<file path="src/hw/rtl/scp_pkg.sv">
// Shared types, constants and helpers for the Sierpinski carpet pixel block.
`timescale 1ns / 1ps
`default_nettype none
package scp_pkg;

    localparam int COORD_W   = 12;
    localparam int SIDE_W    = 13;
    localparam int LEVELS_W  = 4;
    localparam int COLOR_W   = 24;
    localparam int CHAN_W    = 8;
    localparam int CFG_IDX_W = 8;

    localparam int DEF_MAX_LEVELS = 8;
    localparam int DEF_MAX_SIDE   = 4096;

    localparam logic [SIDE_W-1:0]  SIDE_RST  = SIDE_W'(729);
    localparam logic [COLOR_W-1:0] BASE_RST  = COLOR_W'(24'hFFFFFF);
    localparam logic [COLOR_W-1:0] HOLE_RST  = COLOR_W'(0);

    // floor(s / 3) as (s * ceil(2^(SIDE_W+1) / 3)) >> (SIDE_W+1), exact for s < 2^SIDE_W
    localparam int                DIV3_SHIFT = SIDE_W + 1;
    localparam logic [SIDE_W-1:0] DIV3_MUL   = SIDE_W'(((1 << DIV3_SHIFT) + 2) / 3);

    typedef enum logic [CFG_IDX_W-1:0] {
        REG_SIDE_LENGTH = 8'd0,
        REG_LEVELS      = 8'd1,
        REG_BASE_COLOR  = 8'd2,
        REG_HOLE_COLOR  = 8'd3
    } cfg_reg_e;

    typedef struct packed {
        logic [COORD_W-1:0] dx;
        logic [COORD_W-1:0] dy;
        logic [COORD_W-1:0] n;
        logic               done;
        logic               hole;
        logic               outside;
    } scp_pix_t;

    function automatic logic [COORD_W-1:0] div3(input logic [SIDE_W-1:0] s);
        logic [2*SIDE_W-1:0] prod;
        prod = (2*SIDE_W)'(s) * (2*SIDE_W)'(DIV3_MUL);
        return prod[DIV3_SHIFT +: COORD_W];
    endfunction

endpackage
`default_nettype wire

</file>
<file path="src/hw/rtl/scp_front.sv">
// Entry stage: side clamp, range check and first cell side.
`timescale 1ns / 1ps
`default_nettype none
module scp_front #(
    parameter int MAX_SIDE = scp_pkg::DEF_MAX_SIDE
) (
    input  wire logic                       clk,
    input  wire logic                       rst_n,
    input  wire logic [scp_pkg::SIDE_W-1:0] side_length,
    input  wire logic                       in_valid,
    output      logic                       in_ready,
    input  wire logic [scp_pkg::COORD_W-1:0] pixel_x,
    input  wire logic [scp_pkg::COORD_W-1:0] pixel_y,
    output      logic                       out_valid,
    input  wire logic                       out_ready,
    output      scp_pkg::scp_pix_t          out_pix
);
    import scp_pkg::*;

    logic              valid_reg;
    scp_pix_t          pix_reg;
    scp_pix_t          pix_next;
    logic [SIDE_W-1:0] side;

    always_comb
    begin
        if (32'(side_length) > MAX_SIDE)
            side = SIDE_W'(MAX_SIDE);
        else
            side = side_length;
        pix_next.dx      = pixel_x;
        pix_next.dy      = pixel_y;
        pix_next.n       = div3(side);
        pix_next.outside = ({1'b0, pixel_x} >= side) || ({1'b0, pixel_y} >= side);
        pix_next.done    = pix_next.outside;
        pix_next.hole    = 1'b0;
    end

    assign in_ready  = !valid_reg || out_ready;
    assign out_valid = valid_reg;
    assign out_pix   = pix_reg;

    always_ff @(posedge clk or negedge rst_n)
    begin
        if (!rst_n)
            valid_reg <= 1'b0;
        else if (in_ready)
            valid_reg <= in_valid;
    end

    always_ff @(posedge clk)
    begin
        if (in_ready && in_valid)
            pix_reg <= pix_next;
    end

endmodule
`default_nettype wire

</file>
<file path="src/hw/rtl/scp_cell.sv">
// One subdivision level of the carpet: hole test, descent and next cell side.
`timescale 1ns / 1ps
`default_nettype none
module scp_cell (
    input  wire logic              clk,
    input  wire logic              rst_n,
    input  wire logic              active,
    input  wire logic              in_valid,
    output      logic              in_ready,
    input  wire scp_pkg::scp_pix_t in_pix,
    output      logic              out_valid,
    input  wire logic              out_ready,
    output      scp_pkg::scp_pix_t out_pix
);
    import scp_pkg::*;

    logic               valid_reg;
    scp_pix_t           pix_reg;
    scp_pix_t           pix_next;
    logic [COORD_W:0]   n2;
    logic [COORD_W+1:0] n3;
    logic               mid_x;
    logic               mid_y;
    logic               beyond;
    logic [COORD_W-1:0] off_x;
    logic [COORD_W-1:0] off_y;

    always_comb
    begin
        n2     = {in_pix.n, 1'b0};
        n3     = {1'b0, n2} + {2'b00, in_pix.n};
        mid_x  = (in_pix.dx >= in_pix.n) && ({1'b0, in_pix.dx} < n2);
        mid_y  = (in_pix.dy >= in_pix.n) && ({1'b0, in_pix.dy} < n2);
        beyond = ({2'b00, in_pix.dx} >= n3) || ({2'b00, in_pix.dy} >= n3);
        // offset of the cell; only used when the coordinate lies below 3n
        if (in_pix.dx < in_pix.n)
            off_x = '0;
        else if ({1'b0, in_pix.dx} < n2)
            off_x = in_pix.n;
        else
            off_x = n2[COORD_W-1:0];
        if (in_pix.dy < in_pix.n)
            off_y = '0;
        else if ({1'b0, in_pix.dy} < n2)
            off_y = in_pix.n;
        else
            off_y = n2[COORD_W-1:0];

        pix_next   = in_pix;
        pix_next.n = div3({1'b0, in_pix.n});
        if (active && !in_pix.done)
        begin
            if (in_pix.n == '0)
                pix_next.done = 1'b1;
            else if (mid_x && mid_y)
            begin
                pix_next.done = 1'b1;
                pix_next.hole = 1'b1;
            end
            else if (beyond)
                pix_next.done = 1'b1;
            else
            begin
                pix_next.dx = in_pix.dx - off_x;
                pix_next.dy = in_pix.dy - off_y;
            end
        end
    end

    assign in_ready  = !valid_reg || out_ready;
    assign out_valid = valid_reg;
    assign out_pix   = pix_reg;

    always_ff @(posedge clk or negedge rst_n)
    begin
        if (!rst_n)
            valid_reg <= 1'b0;
        else if (in_ready)
            valid_reg <= in_valid;
    end

    always_ff @(posedge clk)
    begin
        if (in_ready && in_valid)
            pix_reg <= pix_next;
    end

endmodule
`default_nettype wire

</file>
<file path="src/hw/rtl/sierpinski_carpet_pixel.sv">
// Sierpinski carpet pixel colour generator, top level.
// Takes one pixel coordinate per clock while in_stall is low and returns its
// carpet colour: an entry stage checks the coordinate against the side
// length and forms the first cell side, then a chain of MAX_LEVELS cells,
// one per subdivision level, each test and descend one level and hand the
// next cell side on. Every stage holds its own transfer, so bubbles close up
// and a stalled result does not stop the chain until it is full. Configuration
// registers are to be written through cfg_valid/cfg_ready only while the block
// is idle; the block itself does not enforce this. cfg_ready is always high.
`timescale 1ns / 1ps
`default_nettype none
module sierpinski_carpet_pixel #(
    parameter int MAX_LEVELS = scp_pkg::DEF_MAX_LEVELS,
    parameter int MAX_SIDE   = scp_pkg::DEF_MAX_SIDE
) (
    input  wire logic                          clk,
    input  wire logic                          rst_n,
    input  wire logic                          cfg_valid,
    output      logic                          cfg_ready,
    input  wire logic [scp_pkg::CFG_IDX_W-1:0] cfg_index,
    input  wire logic [scp_pkg::COLOR_W-1:0]   cfg_data,
    input  wire logic                          in_valid,
    output      logic                          in_stall,
    input  wire logic [scp_pkg::COORD_W-1:0]   pixel_x,
    input  wire logic [scp_pkg::COORD_W-1:0]   pixel_y,
    output      logic                          out_valid,
    input  wire logic                          out_stall,
    output      logic [scp_pkg::CHAN_W-1:0]    red,
    output      logic [scp_pkg::CHAN_W-1:0]    green,
    output      logic [scp_pkg::CHAN_W-1:0]    blue,
    output      logic                          removed,
    output      logic                          outside
);
    import scp_pkg::*;

    logic [SIDE_W-1:0]   side_length_reg;
    logic [LEVELS_W-1:0] levels_reg;
    logic [COLOR_W-1:0]  base_color_reg;
    logic [COLOR_W-1:0]  hole_color_reg;

    scp_pix_t            stage_pix   [MAX_LEVELS+1];
    logic [MAX_LEVELS:0] stage_valid;
    logic [MAX_LEVELS:0] stage_ready;
    logic                front_ready;
    logic [MAX_LEVELS-1:0] cell_active;
    logic [COLOR_W-1:0]  color;

    assign cfg_ready = 1'b1;

    always_ff @(posedge clk or negedge rst_n)
    begin
        if (!rst_n)
        begin
            side_length_reg <= SIDE_RST;
            levels_reg      <= '0;
            base_color_reg  <= BASE_RST;
            hole_color_reg  <= HOLE_RST;
        end
        else if (cfg_valid && cfg_ready)
        begin
            case (cfg_index)
                REG_SIDE_LENGTH: side_length_reg <= cfg_data[SIDE_W-1:0];
                REG_LEVELS:      levels_reg      <= cfg_data[LEVELS_W-1:0];
                REG_BASE_COLOR:  base_color_reg  <= cfg_data;
                REG_HOLE_COLOR:  hole_color_reg  <= cfg_data;
                default: ;
            endcase
        end
    end

    scp_front #(
        .MAX_SIDE (MAX_SIDE)
    ) u_front (
        .clk         (clk),
        .rst_n       (rst_n),
        .side_length (side_length_reg),
        .in_valid    (in_valid),
        .in_ready    (front_ready),
        .pixel_x     (pixel_x),
        .pixel_y     (pixel_y),
        .out_valid   (stage_valid[0]),
        .out_ready   (stage_ready[0]),
        .out_pix     (stage_pix[0])
    );

    assign in_stall = !front_ready;

    // levels beyond the chain length fall away on their own
    for (genvar k = 0; k < MAX_LEVELS; k++)
    begin : g_cell
        assign cell_active[k] = (32'(levels_reg) > k);

        scp_cell u_cell (
            .clk       (clk),
            .rst_n     (rst_n),
            .active    (cell_active[k]),
            .in_valid  (stage_valid[k]),
            .in_ready  (stage_ready[k]),
            .in_pix    (stage_pix[k]),
            .out_valid (stage_valid[k+1]),
            .out_ready (stage_ready[k+1]),
            .out_pix   (stage_pix[k+1])
        );
    end

    assign stage_ready[MAX_LEVELS] = !out_stall;

    assign color     = stage_pix[MAX_LEVELS].hole ? hole_color_reg : base_color_reg;
    assign out_valid = stage_valid[MAX_LEVELS];
    assign red       = color[3*CHAN_W-1:2*CHAN_W];
    assign green     = color[2*CHAN_W-1:CHAN_W];
    assign blue      = color[CHAN_W-1:0];
    assign removed   = stage_pix[MAX_LEVELS].hole;
    assign outside   = stage_pix[MAX_LEVELS].outside;

endmodule
`default_nettype wire

</file>
<file path="config.mk">
export PLATFORM = sky130hd
export DESIGN_NAME = sierpinski_carpet_pixel
export DESIGN_NICKNAME = d
export VERILOG_FILES = /design/src/hw/rtl/scp_pkg.sv /design/src/hw/rtl/scp_front.sv /design/src/hw/rtl/scp_cell.sv /design/src/hw/rtl/sierpinski_carpet_pixel.sv
export SDC_FILE = /design/constraint.sdc
export NUM_CORES = 2
export LEC_CHECK = 0
export ABC_AREA = 1
export BUFFER_PORTS_ARGS = -buffer_cell sky130_fd_sc_hd__clkbuf_2
export CORE_ASPECT_RATIO = 1.2
export CORE_MARGIN = 2
export CORE_UTILIZATION = 48
export CTS_CLUSTER_SIZE = 28
export DETAILED_ROUTE_END_ITERATION = 10
export HOLD_SLACK_MARGIN = 0.12
export SLEW_MARGIN = 40
export SYNTH_ARGS = -nofsm -noshare
export SYNTH_HDL_FRONTEND = slang
export SYNTH_HIERARCHICAL = 1
export SYNTH_SLANG_ARGS = --single-unit
</file>
<file path="constraint.sdc">
create_clock -name clk -period 10.3 [get_ports clk]
set_input_delay 1.03 -clock clk [delete_from_list [all_inputs] [get_ports clk]]
set_output_delay 1.03 -clock clk [all_outputs]
set_load 0.05 [all_outputs]
</file>
Word-level counts from Yosys, hierarchy flattened
Index checks and enable logic that the tools add are counted.

Output and inout port bits: 29. Word-level logic and storage cells: 359. Bits of input ports: 61. Register bits: 379.

Mux-type cells: 103. $mul: 8. Eq/ne operators: 3. Magnitude comparators: 71. Bitwise operators: 1. Add/sub/neg operators: 21. Reduce and logical (&&, ||, !) cells: 91.

Operator list (number): two-way mux 24 bit (29); two-way mux 12 bit (28); greater-or-equal comparator 12 x 14 -> 1 bit (14); < comparator 12 bit (16); greater-or-equal comparator 12 x 11 -> 1 bit (14); subtractor 12 bit (14); < comparator 12 x 11 -> 1 bit (12); multiplier 11 x 12 -> 23 bit, second input constant (6); logical NOT 12 bit (8); adder 12 x 11 -> 13 bit (6); logical AND 1 bit (41); two-way mux 1 bit (38); greater-or-equal comparator 12 x 13 -> 1 bit (2); < comparator 12 x 13 -> 1 bit (2); multiplier 13 x 12 -> 25 bit, second input constant (1); greater-or-equal comparator 12 bit (2); multiplier 12 x 12 -> 24 bit, second input constant (1); logical NOT 1 bit (19); logical OR 1 bit (17); == test 8 x 2 -> 1 bit, second input constant (2); greater-than comparator 4 x 3 -> 1 bit, second input constant (4); adder 13 x 12 -> 14 bit (1); two-way mux 2 bit (7); greater-than comparator 13 bit, second input constant (1); 8 further kinds (13).

Depth between registers and ports, before layout
Depth in word-level cells: 11. Mapped depth: 26. Mapped depth without buffers: 26.

Modules after synthesis
The synthesis kept the hierarchy.

Modules (own cells, without submodules): scp_cell at g_cell[0].u_cell ... (sequential area each 1166.1 um^2, times used 4, area an instance 7830.0 um^2, cells an instance 958); scp_cell at g_cell[5].u_cell (sequential area each 1166.1 um^2, times used 1, area an instance 8065.2 um^2, cells an instance 1061); scp_cell at g_cell[4].u_cell (sequential area each 1166.1 um^2, times used 1, area an instance 7836.3 um^2, cells an instance 957); scp_cell at g_cell[7].u_cell (sequential area each 1166.1 um^2, times used 1, area an instance 7773.7 um^2, cells an instance 978); scp_cell at g_cell[6].u_cell (sequential area each 1166.1 um^2, times used 1, area an instance 7771.2 um^2, cells an instance 981); scp_front (sequential area each 1136.1 um^2, times used 1, area an instance 5019.8 um^2, cells an instance 556); sierpinski_carpet_pixel (sequential area each 1664.1 um^2, times used 1, area an instance 3180.6 um^2, cells an instance 344).

Worst setup path after synthesis
Ideal clock, no wire load.

Kind: flip-flop to flip-flop. Start point: register side_length_reg[11]. End point: register u_front.pix_reg, in the netlist u_front/out_pix[14] (data pin). Library setup time: 0.252 ns. Data required time: 10.048 ns. Period minus slack after synthesis: 4.760 ns. Cell stages (with the launch flop): 25. Slack: 5.540 ns. Path buffers: 0. Data arrival time: 4.508 ns. Cell sequence: dfrtp_1 > inv_1 > nand4_1 > nor2_1 > nand4_1 > nand2_1 > inv_1 > nor2_1 > ha_1 > inv_1 > fa_1 > inv_1 > fa_1 > fa_1 > inv_1 > fa_1 > inv_1 > ha_1 > nand2_2 > nor4_2 > nand2_1 > nand2_2 > nand2_1 > nand3_1 > nand2_1.

RTL lines: start, declared (RTL line sierpinski_carpet_pixel.sv:36) `logic [SIDE_W-1:0] side_length_reg;`; start signal, assigned (RTL line sierpinski_carpet_pixel.sv:62) `REG_SIDE_LENGTH: side_length_reg <= cfg_data[SIDE_W-1:0];`; end signal, assigned (RTL line scp_front.sv:54) `pix_reg <= pix_next;`; end, declared (RTL line scp_front.sv:21) `scp_pix_t pix_reg;`.

==> tab_implementation.tex <==
\begin{tabular}{lr}
\hline
Metric & Value \\
\hline
\multicolumn{2}{l}{\textbf{Routing}} \\
\quad Via Count & $\sim$53000 \\
\quad Final wirelength & approximately 180000 um \\
\quad Number of design rule violations left after detail routing & 0 \\
\quad Mean number of vias per cell & around 5.4 \\
\quad First-pass iteration count of the detailed router & 5 \\
\quad Routed Antenna Nets & 0 \\
\quad Average detailed-routed wire length per instance & 18.2 um \\
\quad First DRT Iteration DRCs & 2955 \\
\multicolumn{2}{l}{\textbf{Placement}} \\
\quad PortBufs & just under 90 \\
\quad Placed instance area & around 67000 um\^{}2 \\
\quad Half-perimeter wire length of the detailed placement result & between 100000 and 150000 um \\
\quad Final RePlAce weighted congestion & approximately 0.94 \\
\quad Number of placed instances with taps included & 9706 \\
\multicolumn{2}{l}{\textbf{Finish}} \\
\quad Ratio of cells with drive above 1 in the final layout & 7.51\% \\
\quad Count of filler cells inserted in the layout & 13100 \\
\quad Post-layout util & slightly above 50\% \\
\quad Final standard cell area without fillers & 68200 um\^{}2 \\
\quad Number of nets in the finished design & 9804 \\
\quad Most used cells in the layout excluding fill and tap cells & nand2\_1, inv\_1, ha\_1 \\
\quad Seq. cell area & about 11000 um\^{}2 \\
\quad Largest register FFs & 268 \\
\quad Leading cell type in the layout, fill and taps excluded & nand2\_1 \\
\quad Fin cells & 9794 \\
\quad Area used by multi-input combinational logic & roughly 47000 um\^{}2 \\
\quad P\&R area growth vs syn & 5.83\% \\
\quad Antenna cells & 0 \\
\multicolumn{2}{l}{\textbf{STA}} \\
\quad Aggregate negative setup slack & 0 ns \\
\quad Worst Tran Pin Value & around 0.76 ns \\
\quad Setup violations, final & 0 \\
\quad Final period util & around half \\
\quad Number of hold-slack violations in the final timing report & 0 \\
\quad Worst setup skew after layout & $\sim$0.049 ns \\
\quad Final critical delay including setup and external delays & about 5.3 ns \\
\quad Maximum frequency from static timing analysis & between 150 and 200 MHz \\
\quad Pins Over Slew Limit & 0 \\
\quad Setup repair after global routing missed its margin & no \\
\quad Relative max-transition margin & 49.5\% \\
\multicolumn{2}{l}{\textbf{Die}} \\
\quad DIE AREA & approximately 140000 um\^{}2 \\
\quad Floorplan row count & roughly 150 \\
\quad Y dimension of the die & around 400 um \\
\quad Floorplan die width & about 340 um \\
\quad Placeable core area & 134000 um\^{}2 \\
\quad Initial core utilization & about 48\% \\
\quad Top-level I/O count & 90 \\
\multicolumn{2}{l}{\textbf{Global route}} \\
\quad Overall track demand over capacity in global routing & 25.9\% \\
\quad Remaining global-route overflow & 0 \\
\quad Vias in the first global route & approximately 53000 \\
\quad Number of antenna violations at the first check in global routing & 2 \\
\quad First-pass GRT wire length & about 280000 um \\
\quad Maximum number of pins on one net before global-route repair & 75 \\
\multicolumn{2}{l}{\textbf{Worst setup path}} \\
\quad CP arrival & roughly 5.8 ns \\
\quad Type of the setup path with the least slack & reg -> reg \\
\quad CP startpoint kind & register \\
\quad Maximum net fanout on the critical path & 7 \\
\quad Kind of capture point of the worst setup path & register \\
\quad Required arrival time at the worst endpoint & roughly 11 ns \\
\multicolumn{2}{l}{\textbf{Outcome}} \\
\quad Status & complete, no violations \\
\multicolumn{2}{l}{\textbf{Clock network}} \\
\quad H-tree levels & 2 \\
\quad Root Driver & clkbuf\_16 \\
\quad Quantity of gates resized following cts & 0 \\
\quad Clock-pin slew of the registers on the worst-case setup and hold paths & 0.06 ns \\
\quad Max Buffers Root-to-Sink & 3 \\
\quad Number of sinks handled by clock tree synthesis & 379 \\
\quad CTS tree & done \\
\quad Clock Latency Late Sink & $\sim$0.66 ns \\
\quad Clock buffers created by TritonCTS & 47 \\
\quad Total setup buffers inserted after CTS & 0 \\
\quad Hold\_buf cts & 0 \\
\multicolumn{2}{l}{\textbf{Yosys}} \\
\quad Number of instances in the synthesized netlist & between 7000 and 8000 \\
\quad Cell area after technology mapping & approximately 64000 um\^{}2 \\
\quad Count of warnings emitted by yosys & 6 \\
\quad Synthesized Nets & 9755 \\
\quad Average footprint of a synthesized cell & 8.14 um\^{}2 \\
\multicolumn{2}{l}{\textbf{Hold path}} \\
\quad Hold Crit Class & in -> async \\
\multicolumn{2}{l}{\textbf{Flow run}} \\
\quad Max-cap violation count & 0 \\
\hline
\end{tabular}
-- worst paths after layout --
path | start | to | slack, ns | cells past startpoint
worst min-delay path | rst_n | side_length_reg[1]$_DFFE_PN0P_ | 0.41 | 1
min in group clk | g_cell[6].u_cell/out_pix[0]$_DFFE_PP_ | g_cell[7].u_cell/out_pix[0]$_DFFE_PP_ | 0.42 | 0
worst min register to register | g_cell[6].u_cell/out_pix[0]$_DFFE_PP_ | g_cell[7].u_cell/out_pix[0]$_DFFE_PP_ | 0.42 | 0
worst max register to register | side_length_reg[11]$_DFFE_PN0P_ | u_front/out_pix[9]$_DFFE_PP_ | 4.95 | 24
max in group asynchronous | rst_n | g_cell[4].u_cell/out_valid$_DFFE_PN0N_ | 9.32 | 1
worst max-delay path | side_length_reg[11]$_DFFE_PN0P_ | u_front/out_pix[9]$_DFFE_PP_ | 4.95 | 24
-- metal layers --
metal  up-vias  GRT usage, %  wire length [um]  share of wire, %
li1      26400             -                 -                 -
met1     25100          33.0             78800                44
met2      1050          45.7             86000                48
met3       337          2.65              6870               3.9
met4         2          8.42              6310               3.5
met5         -             0                11            0.0062
-- through the flow --
stage	hold WS [ns]	setup slack, ns
final	0.411	4.95
after global routing	0.425	4.54
after CTS	0.404	4.94
after detailed placement	0.408	4.94
after global placement	0.403	4.88
after floorplan	0.400	5.54
-- layout make-up --
class	count	share of cell area, %
Sequential cell	379	16.2
Clock buffer	49	1.78
Multi-Input combinational cell	5944	69.0
Inverter	1493	8.28
Tap cell	1788	3.28
Clock inverter	39	0.678
Timing Repair Buffer	102	0.809
-- critical path, cell delays in order (launching register included) --
cell	delay, ns
dfrtp_1	0.37
inv_1	0.10
nand4_1	0.10
nor2_1	0.11
nand4_1	0.08
nand2_1	0.10
inv_1	0.13
nor2_1	0.41
ha_1	0.27
inv_1	0.07
fa_1	0.53
inv_1	0.05
fa_1	0.47
fa_1	0.51
inv_1	0.05
fa_1	0.47
inv_1	0.04
ha_1	0.43
nand4_1	0.18
nor3_1	0.16
nand3_1	0.11
nand2_1	0.14
nand2_1	0.09
nand3_1	0.07
nand2_1	0.05
Power is not shown: default switching activity piles up to over one toggle a cycle in this logic, so the estimate is an artifact.
